**src/hdl/wccm_pkg.sv**
```systemverilog
package wccm_pkg;

	// field widths
	localparam int X_W         = 8;
	localparam int COLOR_W     = 15;
	localparam int LAYER_W     = 3;
	localparam int PAL_W       = 3;
	localparam int MASK_W      = 5;
	localparam int CH_W        = 5;
	localparam int CH_COUNT    = 3;
	localparam int CFG_DATA_W  = 32;
	localparam int CFG_INDEX_W = 3;

	// window slots: four backgrounds, objects, color window
	localparam int SLOT_COUNT = 6;
	localparam int SLOT_COLOR = 5;

	// register indexes
	localparam logic [CFG_INDEX_W-1:0] REG_WINDOW_EDGES        = 3'd0;
	localparam logic [CFG_INDEX_W-1:0] REG_WINDOW_SELECT       = 3'd1;
	localparam logic [CFG_INDEX_W-1:0] REG_WINDOW_LOGIC        = 3'd2;
	localparam logic [CFG_INDEX_W-1:0] REG_WINDOW_LAYER_ENABLE = 3'd3;
	localparam logic [CFG_INDEX_W-1:0] REG_COLOR_WINDOW_CTRL   = 3'd4;
	localparam logic [CFG_INDEX_W-1:0] REG_COLOR_MATH_CTRL     = 3'd5;
	localparam logic [CFG_INDEX_W-1:0] REG_FIXED_COLOR         = 3'd6;

	// window combine codes
	localparam logic [1:0] LOGIC_OR   = 2'd0;
	localparam logic [1:0] LOGIC_AND  = 2'd1;
	localparam logic [1:0] LOGIC_XOR  = 2'd2;
	localparam logic [1:0] LOGIC_XNOR = 2'd3;

	// region codes
	localparam logic [1:0] REGION_NEVER   = 2'd0;
	localparam logic [1:0] REGION_OUTSIDE = 2'd1;
	localparam logic [1:0] REGION_INSIDE  = 2'd2;
	localparam logic [1:0] REGION_ALWAYS  = 2'd3;

	// layer codes
	localparam logic [LAYER_W-1:0] LAYER_BG_LAST = 3'd3;
	localparam logic [LAYER_W-1:0] LAYER_OBJ     = 3'd4;
	localparam logic [PAL_W-1:0]   PAL_MATH_MIN  = 3'd4;

	localparam logic [CH_W-1:0] CH_MAX = 5'd31;

	typedef struct packed {
		logic [31:0] window_edges;
		logic [23:0] window_select;
		logic [15:0] window_logic;
		logic [15:0] window_layer_enable;
		logic [7:0]  color_window_control;
		logic [7:0]  color_math_control;
		logic [14:0] fixed_color;
	} cfg_t;

	function automatic logic region_active(input logic [1:0] region, input logic inside_win);
		logic act;
		case (region)
			REGION_NEVER:   act = 1'b0;
			REGION_OUTSIDE: act = !inside_win;
			REGION_INSIDE:  act = inside_win;
			default:        act = 1'b1;
		endcase
		return act;
	endfunction

endpackage

```
**src/hdl/wccm_if.sv**
```systemverilog
interface wccm_in_if;
	import wccm_pkg::*;

	logic               valid;
	logic               ready;
	logic [X_W-1:0]     pixel_x;
	logic [COLOR_W-1:0] main_color;
	logic [LAYER_W-1:0] main_layer;
	logic [PAL_W-1:0]   main_obj_palette;
	logic [COLOR_W-1:0] sub_color;

	modport source (output valid, pixel_x, main_color, main_layer, main_obj_palette,
		sub_color, input ready);
	modport sink (input valid, pixel_x, main_color, main_layer, main_obj_palette,
		sub_color, output ready);
endinterface

interface wccm_out_if;
	import wccm_pkg::*;

	logic               valid;
	logic               ready;
	logic [COLOR_W-1:0] out_color;
	logic [MASK_W-1:0]  main_window_mask;
	logic [MASK_W-1:0]  sub_window_mask;

	modport source (output valid, out_color, main_window_mask, sub_window_mask,
		input ready);
	modport sink (input valid, out_color, main_window_mask, sub_window_mask,
		output ready);
endinterface

```
**src/hdl/wccm_cfg.sv**
```systemverilog
module wccm_cfg (
	input  logic                             clk,
	input  logic                             arst_n,
	input  logic                             cfg_we,
	input  logic [wccm_pkg::CFG_INDEX_W-1:0] cfg_index,
	input  logic [wccm_pkg::CFG_DATA_W-1:0]  cfg_data,
	output wccm_pkg::cfg_t                   cfg
);
	import wccm_pkg::*;

	cfg_t cfg_q;

	// register file, writes beyond the list are dropped
	always_ff @(posedge clk or negedge arst_n) begin
		if (!arst_n) begin
			cfg_q <= '0;
		end else if (cfg_we) begin
			case (cfg_index)
				REG_WINDOW_EDGES:        cfg_q.window_edges         <= cfg_data;
				REG_WINDOW_SELECT:       cfg_q.window_select        <= cfg_data[23:0];
				REG_WINDOW_LOGIC:        cfg_q.window_logic         <= cfg_data[15:0];
				REG_WINDOW_LAYER_ENABLE: cfg_q.window_layer_enable  <= cfg_data[15:0];
				REG_COLOR_WINDOW_CTRL:   cfg_q.color_window_control <= cfg_data[7:0];
				REG_COLOR_MATH_CTRL:     cfg_q.color_math_control   <= cfg_data[7:0];
				REG_FIXED_COLOR:         cfg_q.fixed_color          <= cfg_data[14:0];
				default: ;
			endcase
		end
	end

	assign cfg = cfg_q;
endmodule

```
**src/hdl/wccm_window.sv**
```systemverilog
module wccm_window (
	input  wccm_pkg::cfg_t                  cfg,
	input  logic [wccm_pkg::X_W-1:0]        x,
	output logic [wccm_pkg::SLOT_COUNT-1:0] win
);
	import wccm_pkg::*;

	logic [X_W-1:0] l1, r1, l2, r2;
	logic           in1, in2;

	assign l1 = cfg.window_edges[7:0];
	assign r1 = cfg.window_edges[15:8];
	assign l2 = cfg.window_edges[23:16];
	assign r2 = cfg.window_edges[31:24];

	// inclusive ranges, empty when left is past right
	assign in1 = (l1 <= r1) && (x >= l1) && (x <= r1);
	assign in2 = (l2 <= r2) && (x >= l2) && (x <= r2);

	// per slot enable, invert and combine
	always_comb begin
		logic [3:0] sel;
		logic [1:0] lg;
		logic       w1, w2;
		win = '0;
		for (int s = 0; s < SLOT_COUNT; s++) begin
			sel = cfg.window_select[4*s +: 4];
			lg  = cfg.window_logic[2*s +: 2];
			w1  = in1 ^ sel[0];
			w2  = in2 ^ sel[2];
			case ({sel[3], sel[1]})
				2'b00: win[s] = 1'b0;
				2'b01: win[s] = w1;
				2'b10: win[s] = w2;
				default: begin
					case (lg)
						LOGIC_OR:  win[s] = w1 | w2;
						LOGIC_AND: win[s] = w1 & w2;
						LOGIC_XOR: win[s] = w1 ^ w2;
						default:   win[s] = ~(w1 ^ w2);
					endcase
				end
			endcase
		end
	end
endmodule

```
**src/hdl/wccm_blend.sv**
```systemverilog
module wccm_blend (
	input  logic [wccm_pkg::COLOR_W-1:0] main_color,
	input  logic [wccm_pkg::COLOR_W-1:0] addend,
	input  logic                         subtract,
	input  logic                         half,
	output logic [wccm_pkg::COLOR_W-1:0] result
);
	import wccm_pkg::*;

	// per channel add or subtract, optional halve, clamp
	always_comb begin
		logic [CH_W-1:0] mc, ac;
		logic [CH_W:0]   v;
		result = '0;
		for (int ch = 0; ch < CH_COUNT; ch++) begin
			mc = main_color[CH_W*ch +: CH_W];
			ac = addend[CH_W*ch +: CH_W];
			if (subtract) begin
				v = (mc >= ac) ? {1'b0, mc - ac} : '0;
			end else begin
				v = {1'b0, mc} + {1'b0, ac};
			end
			if (half) begin
				v = v >> 1;
			end
			result[CH_W*ch +: CH_W] = v[CH_W] ? CH_MAX : v[CH_W-1:0];
		end
	end
endmodule

```
**src/hdl/window_clip_and_color_math_unit.sv**
```systemverilog
// window masks, color window clipping and color math, one pixel per item
// stages: input register, then result register
// throughput: one item per cycle; the input stage stalls only while a result waits
// reset: arst_n clears both stage valids and all configuration registers to zero
module window_clip_and_color_math_unit (
	input  logic                             clk,
	input  logic                             arst_n,
	wccm_in_if.sink                          pix_in,
	wccm_out_if.source                       pix_out,
	input  logic                             cfg_we,
	input  logic [wccm_pkg::CFG_INDEX_W-1:0] cfg_index,
	input  logic [wccm_pkg::CFG_DATA_W-1:0]  cfg_data
);
	import wccm_pkg::*;

	cfg_t cfg;

	logic               valid_s1;
	logic [X_W-1:0]     x_s1;
	logic [COLOR_W-1:0] mcol_s1;
	logic [LAYER_W-1:0] layer_s1;
	logic [PAL_W-1:0]   pal_s1;
	logic [COLOR_W-1:0] scol_s1;

	logic               valid_s2;
	logic [COLOR_W-1:0] color_s2;
	logic [MASK_W-1:0]  mmask_s2;
	logic [MASK_W-1:0]  smask_s2;

	logic                  go_s1;
	logic [SLOT_COUNT-1:0] win;
	logic                  clip, prevent, math, sub_sel;
	logic [COLOR_W-1:0]    mcol_clip, addend, blended, result;
	logic [MASK_W-1:0]     mmask, smask;

	wccm_cfg u_cfg (
		.clk       (clk),
		.arst_n    (arst_n),
		.cfg_we    (cfg_we),
		.cfg_index (cfg_index),
		.cfg_data  (cfg_data),
		.cfg       (cfg)
	);

	// handshake: stage one moves when the result register is free or drained
	assign go_s1        = valid_s1 && (!valid_s2 || pix_out.ready);
	assign pix_in.ready = !valid_s1 || go_s1;

	// input register
	always_ff @(posedge clk or negedge arst_n) begin
		if (!arst_n) begin
			valid_s1 <= 1'b0;
		end else if (pix_in.ready) begin
			valid_s1 <= pix_in.valid;
		end
	end

	always_ff @(posedge clk) begin
		if (pix_in.ready && pix_in.valid) begin
			x_s1     <= pix_in.pixel_x;
			mcol_s1  <= pix_in.main_color;
			layer_s1 <= pix_in.main_layer;
			pal_s1   <= pix_in.main_obj_palette;
			scol_s1  <= pix_in.sub_color;
		end
	end

	wccm_window u_window (
		.cfg (cfg),
		.x   (x_s1),
		.win (win)
	);

	// layer masks per screen
	assign mmask = win[MASK_W-1:0] & cfg.window_layer_enable[MASK_W-1:0];
	assign smask = win[MASK_W-1:0] & cfg.window_layer_enable[8 +: MASK_W];

	// clip and prevent regions from the color window
	assign clip      = region_active(cfg.color_window_control[7:6], win[SLOT_COLOR]);
	assign prevent   = region_active(cfg.color_window_control[5:4], win[SLOT_COLOR]);
	assign sub_sel   = cfg.color_window_control[1];
	assign mcol_clip = clip ? '0 : mcol_s1;

	// math enable by source layer, objects only for the upper palettes
	always_comb begin
		case (layer_s1) inside
			[3'd0:LAYER_BG_LAST]: math = cfg.color_math_control[layer_s1[1:0]];
			LAYER_OBJ:            math = (pal_s1 >= PAL_MATH_MIN) && cfg.color_math_control[4];
			default:              math = cfg.color_math_control[5];
		endcase
	end

	assign addend = sub_sel ? scol_s1 : cfg.fixed_color;

	wccm_blend u_blend (
		.main_color (mcol_clip),
		.addend     (addend),
		.subtract   (cfg.color_math_control[7]),
		.half       (cfg.color_math_control[6]),
		.result     (blended)
	);

	assign result = (!math || (sub_sel && prevent)) ? mcol_clip : blended;

	// result register
	always_ff @(posedge clk or negedge arst_n) begin
		if (!arst_n) begin
			valid_s2 <= 1'b0;
		end else if (go_s1) begin
			valid_s2 <= 1'b1;
		end else if (pix_out.ready) begin
			valid_s2 <= 1'b0;
		end
	end

	always_ff @(posedge clk) begin
		if (go_s1) begin
			color_s2 <= result;
			mmask_s2 <= mmask;
			smask_s2 <= smask;
		end
	end

	assign pix_out.valid            = valid_s2;
	assign pix_out.out_color        = color_s2;
	assign pix_out.main_window_mask = mmask_s2;
	assign pix_out.sub_window_mask  = smask_s2;
endmodule

```
**src/flat_wrapper.sv**
```systemverilog
// flat-port wrapper written by rule: the top's interface ports become plain ports
module window_clip_and_color_math_unit_flat import wccm_pkg::*;
  (clk, arst_n, cfg_we, cfg_index, cfg_data, pix_in_valid, pix_in_pixel_x, pix_in_main_color, pix_in_main_layer, pix_in_main_obj_palette, pix_in_sub_color, pix_in_ready, pix_out_valid, pix_out_out_color, pix_out_main_window_mask, pix_out_sub_window_mask, pix_out_ready);
  wccm_in_if pix_in_i ();
  wccm_out_if pix_out_i ();
  input  logic clk;
  input  logic arst_n;
  input  logic cfg_we;
  input  logic [wccm_pkg::CFG_INDEX_W-1:0] cfg_index;
  input  logic [wccm_pkg::CFG_DATA_W-1:0] cfg_data;
  input wire logic [$bits(pix_in_i.valid)-1:0] pix_in_valid;
  input wire logic [$bits(pix_in_i.pixel_x)-1:0] pix_in_pixel_x;
  input wire logic [$bits(pix_in_i.main_color)-1:0] pix_in_main_color;
  input wire logic [$bits(pix_in_i.main_layer)-1:0] pix_in_main_layer;
  input wire logic [$bits(pix_in_i.main_obj_palette)-1:0] pix_in_main_obj_palette;
  input wire logic [$bits(pix_in_i.sub_color)-1:0] pix_in_sub_color;
  output wire logic [$bits(pix_in_i.ready)-1:0] pix_in_ready;
  output wire logic [$bits(pix_out_i.valid)-1:0] pix_out_valid;
  output wire logic [$bits(pix_out_i.out_color)-1:0] pix_out_out_color;
  output wire logic [$bits(pix_out_i.main_window_mask)-1:0] pix_out_main_window_mask;
  output wire logic [$bits(pix_out_i.sub_window_mask)-1:0] pix_out_sub_window_mask;
  input wire logic [$bits(pix_out_i.ready)-1:0] pix_out_ready;
  assign pix_in_i.valid = pix_in_valid;
  assign pix_in_i.pixel_x = pix_in_pixel_x;
  assign pix_in_i.main_color = pix_in_main_color;
  assign pix_in_i.main_layer = pix_in_main_layer;
  assign pix_in_i.main_obj_palette = pix_in_main_obj_palette;
  assign pix_in_i.sub_color = pix_in_sub_color;
  assign pix_in_ready = pix_in_i.ready;
  assign pix_out_valid = pix_out_i.valid;
  assign pix_out_out_color = pix_out_i.out_color;
  assign pix_out_main_window_mask = pix_out_i.main_window_mask;
  assign pix_out_sub_window_mask = pix_out_i.sub_window_mask;
  assign pix_out_i.ready = pix_out_ready;
  window_clip_and_color_math_unit u_core (.clk(clk), .arst_n(arst_n), .pix_in(pix_in_i), .pix_out(pix_out_i), .cfg_we(cfg_we), .cfg_index(cfg_index), .cfg_data(cfg_data));
endmodule
```
**config.mk**
```make
export PLATFORM = sky130hd
export DESIGN_NAME = window_clip_and_color_math_unit_flat
export DESIGN_NICKNAME = d
export VERILOG_FILES = /design/src/hdl/wccm_pkg.sv /design/src/hdl/wccm_if.sv /design/src/hdl/wccm_cfg.sv /design/src/hdl/wccm_window.sv /design/src/hdl/wccm_blend.sv /design/src/hdl/window_clip_and_color_math_unit.sv /design/src/flat_wrapper.sv
export SDC_FILE = /design/constraint.sdc
export NUM_CORES = 1
export LEC_CHECK = 0
export BUFFER_PORTS_ARGS = -buffer_cell sky130_fd_sc_hd__buf_4
export CAP_MARGIN = 10
export CORE_AREA = 2 2 143 145
export DETAILED_ROUTE_END_ITERATION = 10
export DIE_AREA = 0 0 145 147
export GPL_TIMING_DRIVEN = 0
export PLACE_DENSITY = 0.69
export RECOVER_POWER = 25
export SETUP_SLACK_MARGIN = 0.3
export SLEW_MARGIN = 40
export SYNTH_ARGS = -nofsm -noshare
export SYNTH_HDL_FRONTEND = slang
export SYNTH_SLANG_ARGS = --single-unit
```
**constraint.sdc**
```tcl
create_clock -name clk -period 9.47 [get_ports clk]
set_input_delay 1.894 -clock clk [delete_from_list [all_inputs] [get_ports clk]]
set_output_delay 1.894 -clock clk [all_outputs]
set_load 0.05 [all_outputs]
```
==> results.sh <==
export IMPL_post_drt_via_cell_ratio=5.286
export IMPL_cts_resized_gates=0
export IMPL_max_slew_margin=-0.9508
export IMPL_routabilityCongestion=0.8238
export IMPL_period_minus_slack_ns=6.427
export IMPL_netlist_area_um2=9783
export IMPL_seq_area_frac_synth=0.4819
export IMPL_grt_overflow=0
export IMPL_area_growth_pct=18.26
export IMPL_synth_edff_count=67
export IMPL_die_area_um2=21320
export IMPL_worst_skew_pair_late_latency_ns=0.45
export IMPL_maxCapViolCount=1
export IMPL_groute_layer_met2_usage=0.3631
export IMPL_rsz0062_at_grt="false"
export IMPL_clockBufferDepth=2
export IMPL_vias=6655
export IMPL_avgSynthCellArea_um2=11.52
export IMPL_synth_top_area_cell="dfrtp_1"
export IMPL_crit_slowest_cell="o21ai_1"
export IMPL_post_route_period_util=0.6786
export IMPL_async_flop_share=0.6171
export IMPL_synth_top_area_share=0.2763
export IMPL_cts_htree_levels=4
export IMPL_die_w_um=145
export IMPL_syn_inst=849
export IMPL_power_density_nw_per_um2=256.6
export IMPL_synthTopCellsByArea="dfrtp_1 28%, edfxtp_1 21%, ha_1 11%, mux2_2 10%, inv_1 3.2%"
export IMPL_fmax_mhz=155.6
export IMPL_power_leakage_nw=5.168
export IMPL_grt_pass1_wl_um=35220
export IMPL_post_cts_buffers=0
export IMPL_ctsRootBufferMaster="clkbuf_16"
export IMPL_met3_usage=0.04472
export IMPL_cts_tree="done"
export IMPL_crit_path_end_kind="register"
export IMPL_hpwl_um=16030
export IMPL_setup_tns_final_ns=0
export IMPL_antenna_found_initial=0
export IMPL_first_pass_iters=4
export IMPL_cp_max_fo=10
export IMPL_nFillCells=1679
export IMPL_port_buffers=106
export IMPL_drt_iter0_markers=319
export IMPL_max_vdd_ir_drop_v=0.0001277
export IMPL_core_area_um2=19840
export IMPL_maxSlewViolCount=52
export IMPL_synthFlopType="dfrtp_1"
export IMPL_diodes=0
export IMPL_cts_buffers=17
export IMPL_postRouteAntennaNets=0
export IMPL_cp_slowest_stage_delay_ns=0.50
export IMPL_rows=52
export IMPL_start_util=0.4930
export IMPL_synth_cell_types=53
export IMPL_pin_count=111
export IMPL_fin_util=0.5830
export IMPL_path_clk_slew_ns=0.08
export IMPL_holdBufCountCts=0
export IMPL_multiInputGateArea_um2=4662
export IMPL_wl_per_cell_um=16.88
export IMPL_hold_path_class="register to register"
export IMPL_grt_total_usage=0.2119
export IMPL_crit_path_start_kind="register"
export IMPL_drive_gt1_frac=0.2619
export IMPL_worstSetupPathType="register to register"
export IMPL_violations="capacitance limit, slew limit"
export IMPL_register_area_um2=4715
export IMPL_met1_usage=0.2708
export IMPL_postRouteWirelength_um=21250
export IMPL_required_ns=9.66
export IMPL_worst_slew_pin_slew_ns=2.926
export IMPL_die_y_um=147
export IMPL_grt_max_degree=109
export IMPL_arrival_ns=6.62
export IMPL_grt_busiest_layer="met2"
export IMPL_clock_skew_ns=0.01123
export IMPL_grt_pass1_vias=6761
export IMPL_run_status="finished with violations"
export IMPL_drc_errors=0
export IMPL_syn_nets=1028
export IMPL_clock_sinks=175
export IMPL_setup_viol=0
export IMPL_yosysWarnings=0
export IMPL_synth_seq_cells=175
export IMPL_nNetsFinal=1155
export IMPL_finalHoldViolations=0
## cell usage in the layout (no fill, tap or decap), drive strengths merged, types with 6 or more instances in the layout
| cell | n |
|---|---|
| fa | 6 |
| inv | 89 |
| mux2i | 16 |
| o21bai | 11 |
| and2 | 14 |
| o31ai | 6 |
| buf | 69 |
| clkbuf | 83 |
| xor2 | 13 |
| o21ai | 58 |
| dfrtp | 108 |
| a21oi | 41 |
| ha | 89 |
| edfxtp | 67 |
| nor2 | 21 |
| nor3 | 7 |
| mux2 | 95 |
| nand3 | 18 |
| a21o | 8 |
| nand2 | 61 |
| o22ai | 8 |
| o211ai | 14 |
| a211oi | 6 |
| and3 | 7 |
| xnor2 | 20 |
| nand4 | 7 |
## where the power goes
| group | switching (mW) | internal (mW) | total (mW) | leakage (nW) |
|---|---|---|---|---|
| logic | 0.694 | 0.540 | 1.23 | 2.93 |
| clock network | 0.325 | 0.387 | 0.712 | 0.286 |
| registers | 0.0757 | 0.947 | 1.02 | 1.95 |
## logic make-up after synthesis
family | count (synthesis) | synth area share
fa+ha+maj | 95 | 0.1261
simple gates | 161 | 0.08607
flops | 175 | 0.4819
buf+inv | 109 | 0.04297
compound gates | 164 | 0.1035
xor+xnor | 33 | 0.02954
mux | 112 | 0.1299
## sequential cells by signal, indices dropped and copies added, names as in the netlist
| signal | flops |
|---|---|
| u_core.x_s1 | 8 |
| u_core.valid_s1 | 1 |
| u_core.u_cfg.cfg | 106 |
| u_core.mcol_s1 | 15 |
| u_core.pix_out.out_color | 15 |
| u_core.layer_s1 | 3 |
| u_core.pal_s1 | 1 |
| u_core.scol_s1 | 15 |
| u_core.pix_out.valid | 1 |
| u_core.pix_out.sub_window_mask | 5 |
| u_core.pix_out.main_window_mask | 5 |
## critical path, delay by kind of cell (launching register included)
family / cells / cell delay (ns)
AOI/OAI and AO/OA: 8 / 1.98
xor gates and xnor gates: 2 / 0.37
adders and majority gates: 3 / 0.75
buffers and inverters: 5 / 0.95
DFF: 1 / 0.33
muxes: 1 / 0.27
and+or+nand+nor: 9 / 1.50
## area by class of cell
| cell class | count | area share |
|---|---|---|
| Buffer | 26 | 0.009408 |
| Clock buffer | 18 | 0.03893 |
| Clock inverter | 14 | 0.01287 |
| Inverter | 83 | 0.02693 |
| Multi-Input combinational cell | 565 | 0.4029 |
| Sequential cell | 175 | 0.4075 |
| Tap cell | 270 | 0.02920 |
| Timing Repair Buffer | 108 | 0.07224 |
## cells in the mapped netlist, types with 16 or more instances
| cell | instances |
|---|---|
| clkbuf_1 | 21 |
| dfrtp_1 | 108 |
| o21ai_0 | 55 |
| nor2_1 | 21 |
| mux2i_1 | 16 |
| nand2_1 | 61 |
| ha_1 | 89 |
| xnor2_1 | 20 |
| inv_1 | 83 |
| edfxtp_1 | 67 |
| a21oi_1 | 40 |
| mux2_2 | 90 |
## path summary, 6_finish.rpt
kind / startpoint / endpoint / slack, ns / cells past startpoint
max reg2reg: u_core.u_cfg.cfg[118] / u_core.pix_out.out_color[9] / 3.04 / 28
max: u_core.u_cfg.cfg[118] / u_core.pix_out.out_color[9] / 3.04 / 28
min in group asynchronous: arst_n / u_core.u_cfg.cfg[20] / 2.40 / 1
min reg2reg: u_core.u_cfg.cfg[33] / u_core.u_cfg.cfg[33] / 0.50 / 1
max in group asynchronous: arst_n / u_core.u_cfg.cfg[107] / 5.42 / 1
min: u_core.u_cfg.cfg[33] / u_core.u_cfg.cfg[33] / 0.50 / 1
## stage by stage
step	instances	total power, mW	hold WS (ns)	instance area [um^2]	setup slack, ns
floorplan	849	1.973	0.4490	9783	4.129
global placement	1225	2.238	0.4668	10920	3.109
detailed placement	1226	2.274	0.4765	10960	3.043
CTS	1258	2.994	0.5013	11560	2.975
global route	1259	3.187	0.5114	11570	2.397
finish	1259	2.969	0.4997	11570	3.043
## per-layer routing
metal	up-vias	wire length, um
li1	3268	-
met1	3233	9601
met2	130	10480
met3	24	809
met4	0	361
met5	-	0
Note: power is estimated with default switching activity, not from simulation.
